[config.mk]
export PLATFORM = sky130hd
export DESIGN_NAME = stream_registry_aging_table_unit
export DESIGN_NICKNAME = d
export VERILOG_FILES = /design/src/hw/rtl/srat_pkg.sv /design/src/hw/rtl/srat_store.sv /design/src/hw/rtl/srat_match.sv /design/src/hw/rtl/srat_seq.sv /design/src/hw/rtl/stream_registry_aging_table_unit.sv
export SDC_FILE = /design/constraint.sdc
export NUM_CORES = 2
export LEC_CHECK = 0
export BUFFER_PORTS_ARGS = -buffer_cell sky130_fd_sc_hd__buf_2
export CAP_MARGIN = 10
export CELL_PAD_IN_SITES_DETAIL_PLACEMENT = 1
export CELL_PAD_IN_SITES_GLOBAL_PLACEMENT = 1
export CORE_ASPECT_RATIO = 1.4
export CORE_MARGIN = 2
export CORE_UTILIZATION = 25
export DETAILED_ROUTE_END_ITERATION = 12
export GPL_ROUTABILITY_DRIVEN = 0
export GPL_TIMING_DRIVEN = 1
export PLACE_DENSITY_LB_ADDON = 0.2
export SLEW_MARGIN = 20
export SYNTH_ARGS = -nofsm -noshare
export SYNTH_HDL_FRONTEND = slang
export SYNTH_SLANG_ARGS = --single-unit
[constraint.sdc]
create_clock -name clk -period 10 [get_ports clk]
set_input_delay 1 -clock clk [delete_from_list [all_inputs] [get_ports clk]]
set_output_delay 1 -clock clk [all_outputs]
set_load 0.01 [all_outputs]
[src/hw/rtl/srat_pkg.sv]
package srat_pkg;

  localparam int unsigned KEY_W    = 48;
  localparam int unsigned DST_W    = 48;
  localparam int unsigned FMT_W    = 31;
  localparam int unsigned TIME_W   = 40;
  localparam int unsigned TMO_W    = 32;
  localparam logic [TMO_W-1:0] TIMEOUT_RESET_MS = TMO_W'(3 * 30 * 1000);

  typedef enum logic [1:0] {
    OP_REPORT   = 2'd0,
    OP_WITHDRAW = 2'd1,
    OP_TOUCH    = 2'd2,
    OP_SWEEP    = 2'd3
  } op_t;

  typedef enum logic [2:0] {
    ST_UPDATED   = 3'd0,
    ST_INSERTED  = 3'd1,
    ST_FULL      = 3'd2,
    ST_WITHDRAWN = 3'd3,
    ST_TOUCHED   = 3'd4,
    ST_SWEPT     = 3'd5
  } status_t;

  typedef enum logic [1:0] {
    S_IDLE,
    S_SCAN,
    S_WRITE,
    S_FINISH
  } state_t;

  typedef struct packed {
    op_t               op;
    logic [15:0]       id_hash;
    logic [31:0]       src_ip;
    logic [31:0]       group_ip;
    logic [15:0]       udp_port;
    logic [6:0]        channels;
    logic [5:0]        sample_bits;
    logic [17:0]       rate_hz;
    logic [TIME_W-1:0] now_ms;
  } req_t;

  typedef struct packed {
    logic [KEY_W-1:0]  key;
    logic [DST_W-1:0]  dst;
    logic [FMT_W-1:0]  fmt;
    logic [TIME_W-1:0] seen;
  } entry_t;

  typedef struct packed {
    logic rd_en;
    logic we_all;
    logic we_seen;
  } mem_ctl_t;

  typedef struct packed {
    logic key_eq;
    logic hash_eq;
    logic expired;
  } match_t;

endpackage

[src/hw/rtl/srat_store.sv]
module srat_store #(
  parameter int unsigned ENTRIES = 16,
  parameter int unsigned IW      = 4
) (
  input  logic               clk,
  input  srat_pkg::mem_ctl_t ctl,
  input  logic [IW-1:0]      rd_addr,
  input  logic [IW-1:0]      wr_addr,
  input  srat_pkg::entry_t   wr_data,
  output srat_pkg::entry_t   rd_data
);
  import srat_pkg::*;

  logic [KEY_W-1:0]  key_mem  [ENTRIES];
  logic [DST_W-1:0]  dst_mem  [ENTRIES];
  logic [FMT_W-1:0]  fmt_mem  [ENTRIES];
  logic [TIME_W-1:0] seen_mem [ENTRIES];
  entry_t            rd_data_r;

  always_ff @(posedge clk) begin
    if (ctl.we_all) begin
      key_mem[wr_addr] <= wr_data.key;
      dst_mem[wr_addr] <= wr_data.dst;
      fmt_mem[wr_addr] <= wr_data.fmt;
    end
    if (ctl.we_all || ctl.we_seen) begin
      seen_mem[wr_addr] <= wr_data.seen;
    end
  end

  always_ff @(posedge clk) begin
    if (ctl.rd_en) begin
      rd_data_r.key  <= key_mem[rd_addr];
      rd_data_r.dst  <= dst_mem[rd_addr];
      rd_data_r.fmt  <= fmt_mem[rd_addr];
      rd_data_r.seen <= seen_mem[rd_addr];
    end
  end

  assign rd_data = rd_data_r;

endmodule

[src/hw/rtl/srat_match.sv]
module srat_match (
  input  srat_pkg::entry_t           ent,
  input  logic [15:0]                id_hash,
  input  logic [31:0]                src_ip,
  input  logic [srat_pkg::TIME_W-1:0] now_ms,
  input  logic [srat_pkg::TMO_W-1:0]  timeout_ms,
  output srat_pkg::match_t           res
);
  import srat_pkg::*;

  logic [TIME_W-1:0] age;

  // age wraps with the time base
  assign age         = now_ms - ent.seen;
  assign res.key_eq  = (ent.key == {id_hash, src_ip});
  assign res.hash_eq = (ent.key[KEY_W-1:32] == id_hash);
  assign res.expired = (age > {{(TIME_W-TMO_W){1'b0}}, timeout_ms});

endmodule

[src/hw/rtl/srat_seq.sv]
module srat_seq #(
  parameter int unsigned ENTRIES = 16,
  parameter int unsigned IW      = 4,
  parameter int unsigned CW      = 5
) (
  input  logic                       clk,
  input  logic                       rst_n,
  input  logic                       in_valid,
  output logic                       in_ready,
  input  srat_pkg::req_t             req,
  input  logic [srat_pkg::TMO_W-1:0] timeout_ms,
  output logic                       out_valid,
  input  logic                       out_ready,
  output logic [2:0]                 out_status,
  output logic [3:0]                 out_slot,
  output logic [4:0]                 out_affected_count,
  output logic [4:0]                 out_valid_count,
  output srat_pkg::mem_ctl_t         mem_ctl,
  output logic [IW-1:0]              rd_addr,
  output logic [IW-1:0]              wr_addr,
  output srat_pkg::entry_t           wr_data,
  input  srat_pkg::entry_t           rd_data
);
  import srat_pkg::*;

  state_t        state_r, state_nxt;
  req_t          req_r, req_nxt;
  logic          valid_r [ENTRIES];
  logic          valid_nxt [ENTRIES];
  logic [CW-1:0] vcnt_r, vcnt_nxt;
  logic [CW-1:0] rd_cnt_r, rd_cnt_nxt;
  logic [CW-1:0] aff_r, aff_nxt;
  logic          ev_vld_r, ev_vld_nxt;
  logic [IW-1:0] ev_idx_r, ev_idx_nxt;
  logic          found_r, found_nxt;
  logic          free_r, free_nxt;
  logic [IW-1:0] tgt_r, tgt_nxt;
  logic [IW-1:0] free_idx_r, free_idx_nxt;
  logic          out_valid_r, out_valid_nxt;
  status_t       status_r, status_nxt;
  logic [3:0]    slot_r, slot_nxt;
  logic [4:0]    oaff_r, oaff_nxt;
  logic [4:0]    ovcnt_r, ovcnt_nxt;
  match_t        m;
  logic          cur_valid;

  srat_match u_match (
    .ent        (rd_data),
    .id_hash    (req_r.id_hash),
    .src_ip     (req_r.src_ip),
    .now_ms     (req_r.now_ms),
    .timeout_ms (timeout_ms),
    .res        (m)
  );

  assign cur_valid = valid_r[ev_idx_r];

  assign wr_data.key  = {req_r.id_hash, req_r.src_ip};
  assign wr_data.dst  = {req_r.group_ip, req_r.udp_port};
  assign wr_data.fmt  = {req_r.channels, req_r.sample_bits, req_r.rate_hz};
  assign wr_data.seen = req_r.now_ms;

  always_ff @(posedge clk) begin
    if (!rst_n) begin
      state_r     <= S_IDLE;
      out_valid_r <= 1'b0;
      vcnt_r      <= '0;
      for (int i = 0; i < ENTRIES; i++) valid_r[i] <= 1'b0;
    end else begin
      state_r     <= state_nxt;
      out_valid_r <= out_valid_nxt;
      vcnt_r      <= vcnt_nxt;
      for (int i = 0; i < ENTRIES; i++) valid_r[i] <= valid_nxt[i];
    end
  end

  always_ff @(posedge clk) begin
    req_r      <= req_nxt;
    rd_cnt_r   <= rd_cnt_nxt;
    aff_r      <= aff_nxt;
    ev_vld_r   <= ev_vld_nxt;
    ev_idx_r   <= ev_idx_nxt;
    found_r    <= found_nxt;
    free_r     <= free_nxt;
    tgt_r      <= tgt_nxt;
    free_idx_r <= free_idx_nxt;
    status_r   <= status_nxt;
    slot_r     <= slot_nxt;
    oaff_r     <= oaff_nxt;
    ovcnt_r    <= ovcnt_nxt;
  end

  always_comb begin
    state_nxt     = state_r;
    req_nxt       = req_r;
    valid_nxt     = valid_r;
    vcnt_nxt      = vcnt_r;
    rd_cnt_nxt    = rd_cnt_r;
    aff_nxt       = aff_r;
    ev_vld_nxt    = 1'b0;
    ev_idx_nxt    = ev_idx_r;
    found_nxt     = found_r;
    free_nxt      = free_r;
    tgt_nxt       = tgt_r;
    free_idx_nxt  = free_idx_r;
    out_valid_nxt = out_valid_r && !out_ready;
    status_nxt    = status_r;
    slot_nxt      = slot_r;
    oaff_nxt      = oaff_r;
    ovcnt_nxt     = ovcnt_r;
    in_ready      = 1'b0;
    mem_ctl       = '0;
    rd_addr       = rd_cnt_r[IW-1:0];
    wr_addr       = ev_idx_r;

    unique case (state_r)
      S_IDLE: begin
        in_ready = 1'b1;
        if (in_valid) begin
          req_nxt    = req;
          rd_cnt_nxt = '0;
          aff_nxt    = '0;
          found_nxt  = 1'b0;
          free_nxt   = 1'b0;
          state_nxt  = S_SCAN;
        end
      end

      S_SCAN: begin
        // read issue runs one entry ahead of evaluation
        if (rd_cnt_r < CW'(ENTRIES)) begin
          mem_ctl.rd_en = 1'b1;
          ev_vld_nxt    = 1'b1;
          ev_idx_nxt    = rd_cnt_r[IW-1:0];
          rd_cnt_nxt    = rd_cnt_r + CW'(1);
        end else begin
          state_nxt = (req_r.op == OP_REPORT) ? S_WRITE : S_FINISH;
        end
        if (ev_vld_r) begin
          unique case (req_r.op)
            OP_REPORT: begin
              if (cur_valid && m.key_eq && !found_r) begin
                found_nxt = 1'b1;
                tgt_nxt   = ev_idx_r;
              end
              if (!cur_valid && !free_r) begin
                free_nxt     = 1'b1;
                free_idx_nxt = ev_idx_r;
              end
            end
            OP_WITHDRAW: begin
              if (cur_valid && m.hash_eq) begin
                valid_nxt[ev_idx_r] = 1'b0;
                aff_nxt             = aff_r + CW'(1);
              end
            end
            OP_TOUCH: begin
              if (cur_valid && m.hash_eq) begin
                mem_ctl.we_seen = 1'b1;
                aff_nxt         = aff_r + CW'(1);
              end
            end
            OP_SWEEP: begin
              if (cur_valid && m.expired) begin
                valid_nxt[ev_idx_r] = 1'b0;
                aff_nxt             = aff_r + CW'(1);
              end
            end
            default: ;
          endcase
        end
      end

      S_WRITE: begin
        wr_addr = found_r ? tgt_r : free_idx_r;
        if (found_r || free_r) begin
          mem_ctl.we_all     = 1'b1;
          valid_nxt[wr_addr] = 1'b1;
        end
        state_nxt = S_FINISH;
      end

      S_FINISH: begin
        if (!out_valid_r || out_ready) begin
          out_valid_nxt = 1'b1;
          slot_nxt      = '0;
          oaff_nxt      = 5'(aff_r);
          unique case (req_r.op)
            OP_REPORT: begin
              if (found_r) begin
                status_nxt = ST_UPDATED;
                slot_nxt   = 4'(tgt_r);
                oaff_nxt   = 5'd1;
              end else if (free_r) begin
                status_nxt = ST_INSERTED;
                slot_nxt   = 4'(free_idx_r);
                oaff_nxt   = 5'd1;
                vcnt_nxt   = vcnt_r + CW'(1);
              end else begin
                status_nxt = ST_FULL;
                oaff_nxt   = 5'd0;
              end
            end
            OP_WITHDRAW: begin
              status_nxt = ST_WITHDRAWN;
              vcnt_nxt   = vcnt_r - aff_r;
            end
            OP_TOUCH: status_nxt = ST_TOUCHED;
            OP_SWEEP: begin
              status_nxt = ST_SWEPT;
              vcnt_nxt   = vcnt_r - aff_r;
            end
            default: ;
          endcase
          ovcnt_nxt = 5'(vcnt_nxt);
          state_nxt = S_IDLE;
        end
      end

      default: state_nxt = S_IDLE;
    endcase
  end

  assign out_valid          = out_valid_r;
  assign out_status         = status_r;
  assign out_slot           = slot_r;
  assign out_affected_count = oaff_r;
  assign out_valid_count    = ovcnt_r;

endmodule

[src/hw/rtl/stream_registry_aging_table_unit.sv]
// a transaction is accepted only in idle; it then scans every entry, a report adds a
// write step, and finish registers the result; in_ready stays low until finish ends,
// and a held result stalls finish, so one transaction is in flight at a time
// reset: synchronous active-low rst_n clears all valid marks, the valid count
// and the output; timeout returns to 90000 ms, entry data stays unwritten
module stream_registry_aging_table_unit #(
  parameter int unsigned ENTRIES = 16
) (
  input  logic        clk,
  input  logic        rst_n,
  input  logic        in_valid,
  output logic        in_ready,
  input  logic [1:0]  in_op,
  input  logic [15:0] in_id_hash,
  input  logic [31:0] in_src_ip,
  input  logic [31:0] in_group_ip,
  input  logic [15:0] in_udp_port,
  input  logic [6:0]  in_channels,
  input  logic [5:0]  in_sample_bits,
  input  logic [17:0] in_rate_hz,
  input  logic [39:0] in_now_ms,
  output logic        out_valid,
  input  logic        out_ready,
  output logic [2:0]  out_status,
  output logic [3:0]  out_slot,
  output logic [4:0]  out_affected_count,
  output logic [4:0]  out_valid_count,
  input  logic        cfg_valid,
  output logic        cfg_ready,
  input  logic [31:0] cfg_data
);
  import srat_pkg::*;

  localparam int unsigned IW = (ENTRIES > 1) ? $clog2(ENTRIES) : 1;
  localparam int unsigned CW = $clog2(ENTRIES + 1);

  logic [TMO_W-1:0] timeout_r;
  req_t             req;
  mem_ctl_t         mem_ctl;
  logic [IW-1:0]    rd_addr;
  logic [IW-1:0]    wr_addr;
  entry_t           wr_data;
  entry_t           rd_data;

  assign cfg_ready = 1'b1;

  always_ff @(posedge clk) begin
    if (!rst_n) begin
      timeout_r <= TIMEOUT_RESET_MS;
    end else if (cfg_valid && cfg_ready) begin
      timeout_r <= cfg_data;
    end
  end

  assign req.op          = op_t'(in_op);
  assign req.id_hash     = in_id_hash;
  assign req.src_ip      = in_src_ip;
  assign req.group_ip    = in_group_ip;
  assign req.udp_port    = in_udp_port;
  assign req.channels    = in_channels;
  assign req.sample_bits = in_sample_bits;
  assign req.rate_hz     = in_rate_hz;
  assign req.now_ms      = in_now_ms;

  srat_store #(
    .ENTRIES(ENTRIES),
    .IW     (IW)
  ) u_store (
    .clk    (clk),
    .ctl    (mem_ctl),
    .rd_addr(rd_addr),
    .wr_addr(wr_addr),
    .wr_data(wr_data),
    .rd_data(rd_data)
  );

  srat_seq #(
    .ENTRIES(ENTRIES),
    .IW     (IW),
    .CW     (CW)
  ) u_seq (
    .clk               (clk),
    .rst_n             (rst_n),
    .in_valid          (in_valid),
    .in_ready          (in_ready),
    .req               (req),
    .timeout_ms        (timeout_r),
    .out_valid         (out_valid),
    .out_ready         (out_ready),
    .out_status        (out_status),
    .out_slot          (out_slot),
    .out_affected_count(out_affected_count),
    .out_valid_count   (out_valid_count),
    .mem_ctl           (mem_ctl),
    .rd_addr           (rd_addr),
    .wr_addr           (wr_addr),
    .wr_data           (wr_data),
    .rd_data           (rd_data)
  );

endmodule

Word-level counts from Yosys, hierarchy flattened. Memories as Yosys holds them, arrays and structs flattened. A register that Yosys moved wholly into a read port is not among the register bits. Index checks and enable logic that the tools add are counted.

Memory bits (read-only): 0. Output and inout bits: 20. Memory bits (writable): 1408. Latch bits: 0. Flip-flop bits (word level): 188. Memories kept: 2. Word-level logic and storage cells: 172. Input port bits: 206.

Memories: u_store.key_mem (depth 16, width 48, read ports 1, clocked after Yosys merged registers in 1, wr ports 1, RTL line srat_store.sv:14) `logic [KEY_W-1:0] key_mem [ENTRIES];`; u_store.seen_mem (depth 16, width 40, read ports 1, clocked after Yosys merged registers in 1, wr ports 1, RTL line srat_store.sv:17) `logic [TIME_W-1:0] seen_mem [ENTRIES];`.

Multipliers: 0. Mux-type cells: 63. $add $sub $neg: 5. Div/mod/pow operators: 0. Equality and inequality tests: 22. Shift operators: 0. Reductions and logical operators: 33. $lt $le $gt $ge: 6. Bitwise gates (word level): 5.

Operators with widths (count): $mux 16 (4); $pmux 16 s2 (2); $eq 48x48->1 (1); $mux 5 (9); $gt 40x32->1 (1); $pmux 5 s2 (4); $sub 40x40->40 (1); $mux 1 (28); $and 16x16->16 (1); $eq 16x16->1 (1); $mux 4 (4); $not 16->16 (1); $or 16x16->16 (1); $add 5x1->5 const B (3); $ne 2x1->1 const B (7); $ne 3x2->1 const B (4); $pmux 3 s4 (1); $reduce_and 6->1 (2); $ge 5x5->1 const B (2); $lt 5x1->1 const B (2); $not 4->5 (2); $reduce_and 5->1 (2); $demux 1 s4 (2); $eq 2x2->1 const B (4); other kinds (19) (45).

Longest topological paths before layout.
Word-level depth: 12. Mapped depth: 25.

Modules after synthesis. From an unflattened synthesis, not the netlist that was laid out.

Cell total of the unflattened synthesis: 5791. Area total of the unflattened synthesis: 120380.5 um^2.

Modules (own cells, without submodules): srat_store (cells each 4426, instances 1, area an instance 105289.7 um^2); srat_seq (cells each 708, instances 1, area an instance 10059.6 um^2); srat_match (cells each 552, instances 1, area an instance 3798.6 um^2); stream_registry_aging_table_unit (cells each 105, instances 1, area an instance 1232.4 um^2).

Worst setup path after synthesis. Ideal clock, no wire load.

Path type: in2reg. Start: in in_valid. End: reg u_seq.rd_cnt_r[0], enable pin. Arrival: 5720 ps. Stages: 4. Buffers on the path: 0. Path slack: 3917 ps. Cells stage by stage: inv_1 -> nor2_1 -> a21oi_1 -> a21oi_1.

Word-level cells in the longest chain between the ends: 2.

Ends and longest elaborated chain: start, declared (RTL line stream_registry_aging_table_unit.sv:11) `input logic in_valid,`; $ne 2x2->1 (no source line); $reduce_and 3->1 (no source line); end signal, assigned (RTL line srat_seq.sv:79) `rd_cnt_r <= rd_cnt_nxt;`; end, declared (RTL line srat_seq.sv:31) `logic [CW-1:0] rd_cnt_r, rd_cnt_nxt;`.

Every way passes these cells. A chain may end at the register's enable or synchronous reset.

Final worst setup path.
Start: reg u_seq.req_r, in the netlist u_seq.wr_data[4]. End: reg u_seq.valid_r[15] (netlist bit).

Word-level cells in the longest chain between the ends: 5.

Ends and longest elaborated chain: start, declared (RTL line srat_seq.sv:27) `req_t req_r, req_nxt;`; start signal, assigned (RTL line srat_seq.sv:78) `req_r <= req_nxt;`; $sub 40x40->40 (RTL line srat_match.sv:14) `assign age = now_ms - ent.seen;`; $gt 40x32->1 (RTL line srat_match.sv:17) `assign res.expired = (age > {{(TIME_W-TMO_W){1'b0}}, timeout_ms});`; $logic_and 1x1->1 (RTL line srat_seq.sv:164) `if (cur_valid && m.expired) begin`; $ne 3x2->1 (no source line); $reduce_and 6->1 (no source line); end, declared (RTL line srat_seq.sv:28) `logic valid_r [ENTRIES];`.

Every way passes these cells.

==> results by group <==
Finish
  – Layout cell share with drive strength beyond 1: 26.3%
  – Syn-to-layout area delta: 16.7%
  – Final non-filler cell total: 7108
  – Final core occ: 29.3%
  – Most frequent cells in the layout: edfxtp_1 (1627), mux4_2 (445), clkbuf_16 (191), buf_2 (145), inv_1 (104)
  – Final nets: 3761
  – Most common cell after layout, fill and taps aside: edfxtp_1

Logic synthesis
  – Mapped cell area: 0.0667 sq mm
  – Synthesized Nets: 3511
  – Synth Instances: 3217
  – Syn avg cell area: 20.7 sq um
  – Top_reg_cell synth: edfxtp_1
  – Mux share of post-synthesis cell area: 15.6%
  – Synth Area in Compound Gates: 2.46%
  – Yosys cell types: 72
  – Seq cells post-synth: 1684
  – Post-Synth Adder-Cell Area: 1.67%
  – Synth Area in XOR/XNOR: 1.17%
  – Syn. warnings: 0
  – Largest family of logic cells by synthesized area: multiplexers
  – Post-synthesis async set-or-reset flop share: 0%
  – Post-synth EDFFs: 1627
  – Simple-gate share of the synthesized area: 2.69%
  – Sequential-to-total area share from yosys stat: 75.0%

STA
  – Fin Clk Skew: 68.5 ps
  – Slew Limit Fails: 0
  – Tcrit/Tclk final: 67.6%
  – RSZ-0062 raised after global routing: false
  – Max_slew headroom: 28.0%
  – Max Fclk: 0.148 GHz
  – # setup viols final: 0
  – Setup_tns: 0 ps
  – Fin. Hold Viols: 0
  – Slew @ Worst Pin: 1070 ps
  – Final Critical Period: 6760 ps

Run
  – Max-cap violations: 0

Critical path
  – R2R cell count: 19
  – Worst Setup EP: u_seq.valid_r[15]
  – Crit. End Element: flop
  – Crit path launch: u_seq.wr_data[4]
  – Largest delay share family, worst path: compound AO/OA/AOI/OAI gates
  – Critical-path top delay cell: edfxtp_1
  – CP Data Arrival Time: 7470 ps
  – FF-to-FF setup slack: 3240 ps
  – Start of the worst register-to-register path: u_seq.wr_data[4]
  – Worst-path cell chain: ha_1 > o211ai_1 > a21oi_1 > o21ai_1 > a211oi_1 > o21ai_0 > xnor2_1 > ha_1 > nand3_1 > or4_1 > or2_2 > o31ai_1 > nand4_1 > a2111oi_2 > buf_4 > and4b_4 > or4b_4 > nor3_1 > a211oi_1
  – Setup crit start kind: flop
  – Crit. path cell count: 19
  – CP peak stage delay: 650 ps
  – Worst Setup Path Type: flop to flop
  – WP buf/inv: 1
  – Worst r2r dst: u_seq.valid_r[15]
  – Required time of the critical path: 10710 ps
  – Max FO, Critical Path: 21

Min path
  – Worst hold path class: primary input to flop

Routing
  – Antenna-violating nets left: 0
  – DR vias: 31900
  – Initial DRC Count: 2007
  – Residual DRC count: 0
  – Vias per cell: 4.49
  – WL/cell: 26.7 um
  – Routed WL: 190000 um
  – First-pass detailed-route iteration total: 5

Power
  – Logic pwr share: 26.5%
  – IR drop worst, VDD: 0.226 mV
  – Reported net switching power: 6.55 mW
  – Pint: 15.1 mW
  – Switching Share: 30.3%
  – Power Density: 278 mW/mm^2
  – Share of power burned in registers: 42.6%
  – Clock power share: 30.9%
  – Leakage power: 24.3 nW

Clock network
  – Clk slew on worst S/H paths: 60 ps
  – Post-CTS Setup Bufs: 0
  – H-tree levels: 4
  – Hold buffers post-CTS: 0
  – Clk sinks: 1684
  – Post-CTS Resized: 0
  – CTS tree: yes
  – CTS root buffer: clkbuf_16
  – Worst skew pair latency: 850 ps
  – Clock Tree Buf Depth: 4
  – TritonCTS Buffers: 189

GRT
  – First-pass GRT wire length: 270000 um
  – Vias in the first global route: 35700
  – Largest net degree at the start of global routing: 113
  – Global route total overflow: 0
  – Initial antenna violation count: 8
  – GRT Total Usage: 13.9%

Placed design
  – DP Cell Count: 6779
  – Post-DP HPWL: 103000 um
  – Port buffer count: 145

Floorplan
  – Die X: 440 um
  – Core Rows: 224
  – Initial core utilization: 25.1%
  – Core area: 0.266 sq mm
  – Die Span Y: 615 um
  – Die area: 0.271 sq mm
  – Num ports: 226

Run status
  – Outcome: complete, no violations
==> synthesized netlist by cell type, drive strengths merged, types with 5 or more instances <==
cell,instances,area [sq um]
or2,5,31.3
nor3,14,70.1
nand3,28,140
nand2,85,319
nand2b,10,62.6
or4,8,60.1
clkbuf,103,387
o311ai,6,52.6
o211ai,14,105
mux2i,33,330
o31ai,5,37.5
nand4,28,175
inv,104,390
and2,8,50.1
edfxtp,1627,48900
o21bai,5,37.5
and3,7,43.8
a211oi,15,113
o21ai,51,255
buf,39,171
xnor2,55,482
a21o,24,180
dfxtp,57,1140
nor2,123,462
o21a,5,37.5
ha,86,1080
nor4,22,153
o41ai,5,43.8
nor2b,11,76.3
a21oi,97,485
or3,7,43.8
mux4,445,10000
xor2,34,298
==> how the worst min path moves through the flow <==
stage / slack (ps) / from / depth (start not counted) / endpoint
3_5_place_dp: 460 / u_seq.valid_r[9] / 2 / u_seq.valid_r[9]
2_1_floorplan: 420 / u_seq.rd_cnt_r[2] / 0 / u_seq.ev_idx_r[2]
4_1_cts: 240 / in_now_ms[38] / 1 / u_seq.wr_data[38]
3_3_place_gp: 460 / u_seq.valid_r[1] / 2 / u_seq.valid_r[1]
6_report: 330 / in_now_ms[38] / 1 / u_seq.wr_data[38]
5_1_grt: 280 / in_now_ms[38] / 1 / u_seq.wr_data[38]
==> cell type report <==
class / count / area (sq um)
Clock inverter: 86 / 767
Clock buffer: 242 / 5020
Tap cell: 3503 / 4380
Multi-Input combinational cell: 1287 / 16000
Sequential cell: 1684 / 50000
Antenna cell: 1 / 2.50
Timing Repair Buffer: 201 / 1260
Fill cell: 26900 / 188000
Inverter: 104 / 390
==> stage by stage <==
| step | hold slack, ps | cell area, sq um | power (mW) | worst slack, ps |
|---|---|---|---|---|
| 2_1_floorplan | 424 | 66700 | 13.2 | 3920 |
| 3_3_place_gp | 456 | 72000 | 15.3 | 3230 |
| 3_5_place_dp | 461 | 72000 | 15.3 | 3200 |
| 4_1_cts | 236 | 77800 | 22.1 | 3150 |
| 5_1_grt | 283 | 77800 | 22.7 | 2870 |
| 6_report | 328 | 77800 | 21.6 | 3240 |
==> state kept, by name, summed over array words and instances (netlist names), 3 cells and up <==
| signal | flops |
|---|---|
| u_store.key_mem | 768 |
| u_store.seen_mem | 640 |
| u_seq.wr_data | 88 |
| u_store.rd_data | 88 |
| timeout_r | 32 |
| u_seq.valid_r | 16 |
| u_seq.aff_r | 5 |
| u_seq.out_affected_count | 5 |
| u_seq.out_valid_count | 5 |
| u_seq.rd_cnt_r | 5 |
| u_seq.vcnt_r | 5 |
| u_seq.ev_idx_r | 4 |
| u_seq.free_idx_r | 4 |
| u_seq.out_slot | 4 |
| u_seq.tgt_r | 4 |
| u_seq.out_status | 3 |
==> cells by family after synthesis <==
| group | after synthesis |
|---|---|
| flops | 1684 |
| mux | 481 |
| simple gates | 367 |
| compound gates | 261 |
| buf+inv | 246 |
| xor+xnor | 89 |
| fa+ha+maj | 88 |
| other cells | 1 |
==> power by group through the flow <==
stage	clock, mW	sequential, mW	combinational [mW]
after detailed placement	0	9.37	5.97
after CTS	6.91	9.22	5.98
after global routing	7.14	9.29	6.27
after floorplan	0	9.15	4.08
after global placement	0	9.32	5.95
final	6.68	9.20	5.73
==> routing by layer <==
metal,track usage [%],vias up,wire length (um)
met1,16.8,17400,77300
met4,3.69,4,4370
li1,-,13800,-
met3,1.75,259,5300
met5,0,-,27
met2,25.7,478,103000
No activity file was read; power rests on OpenSTA's default activity.
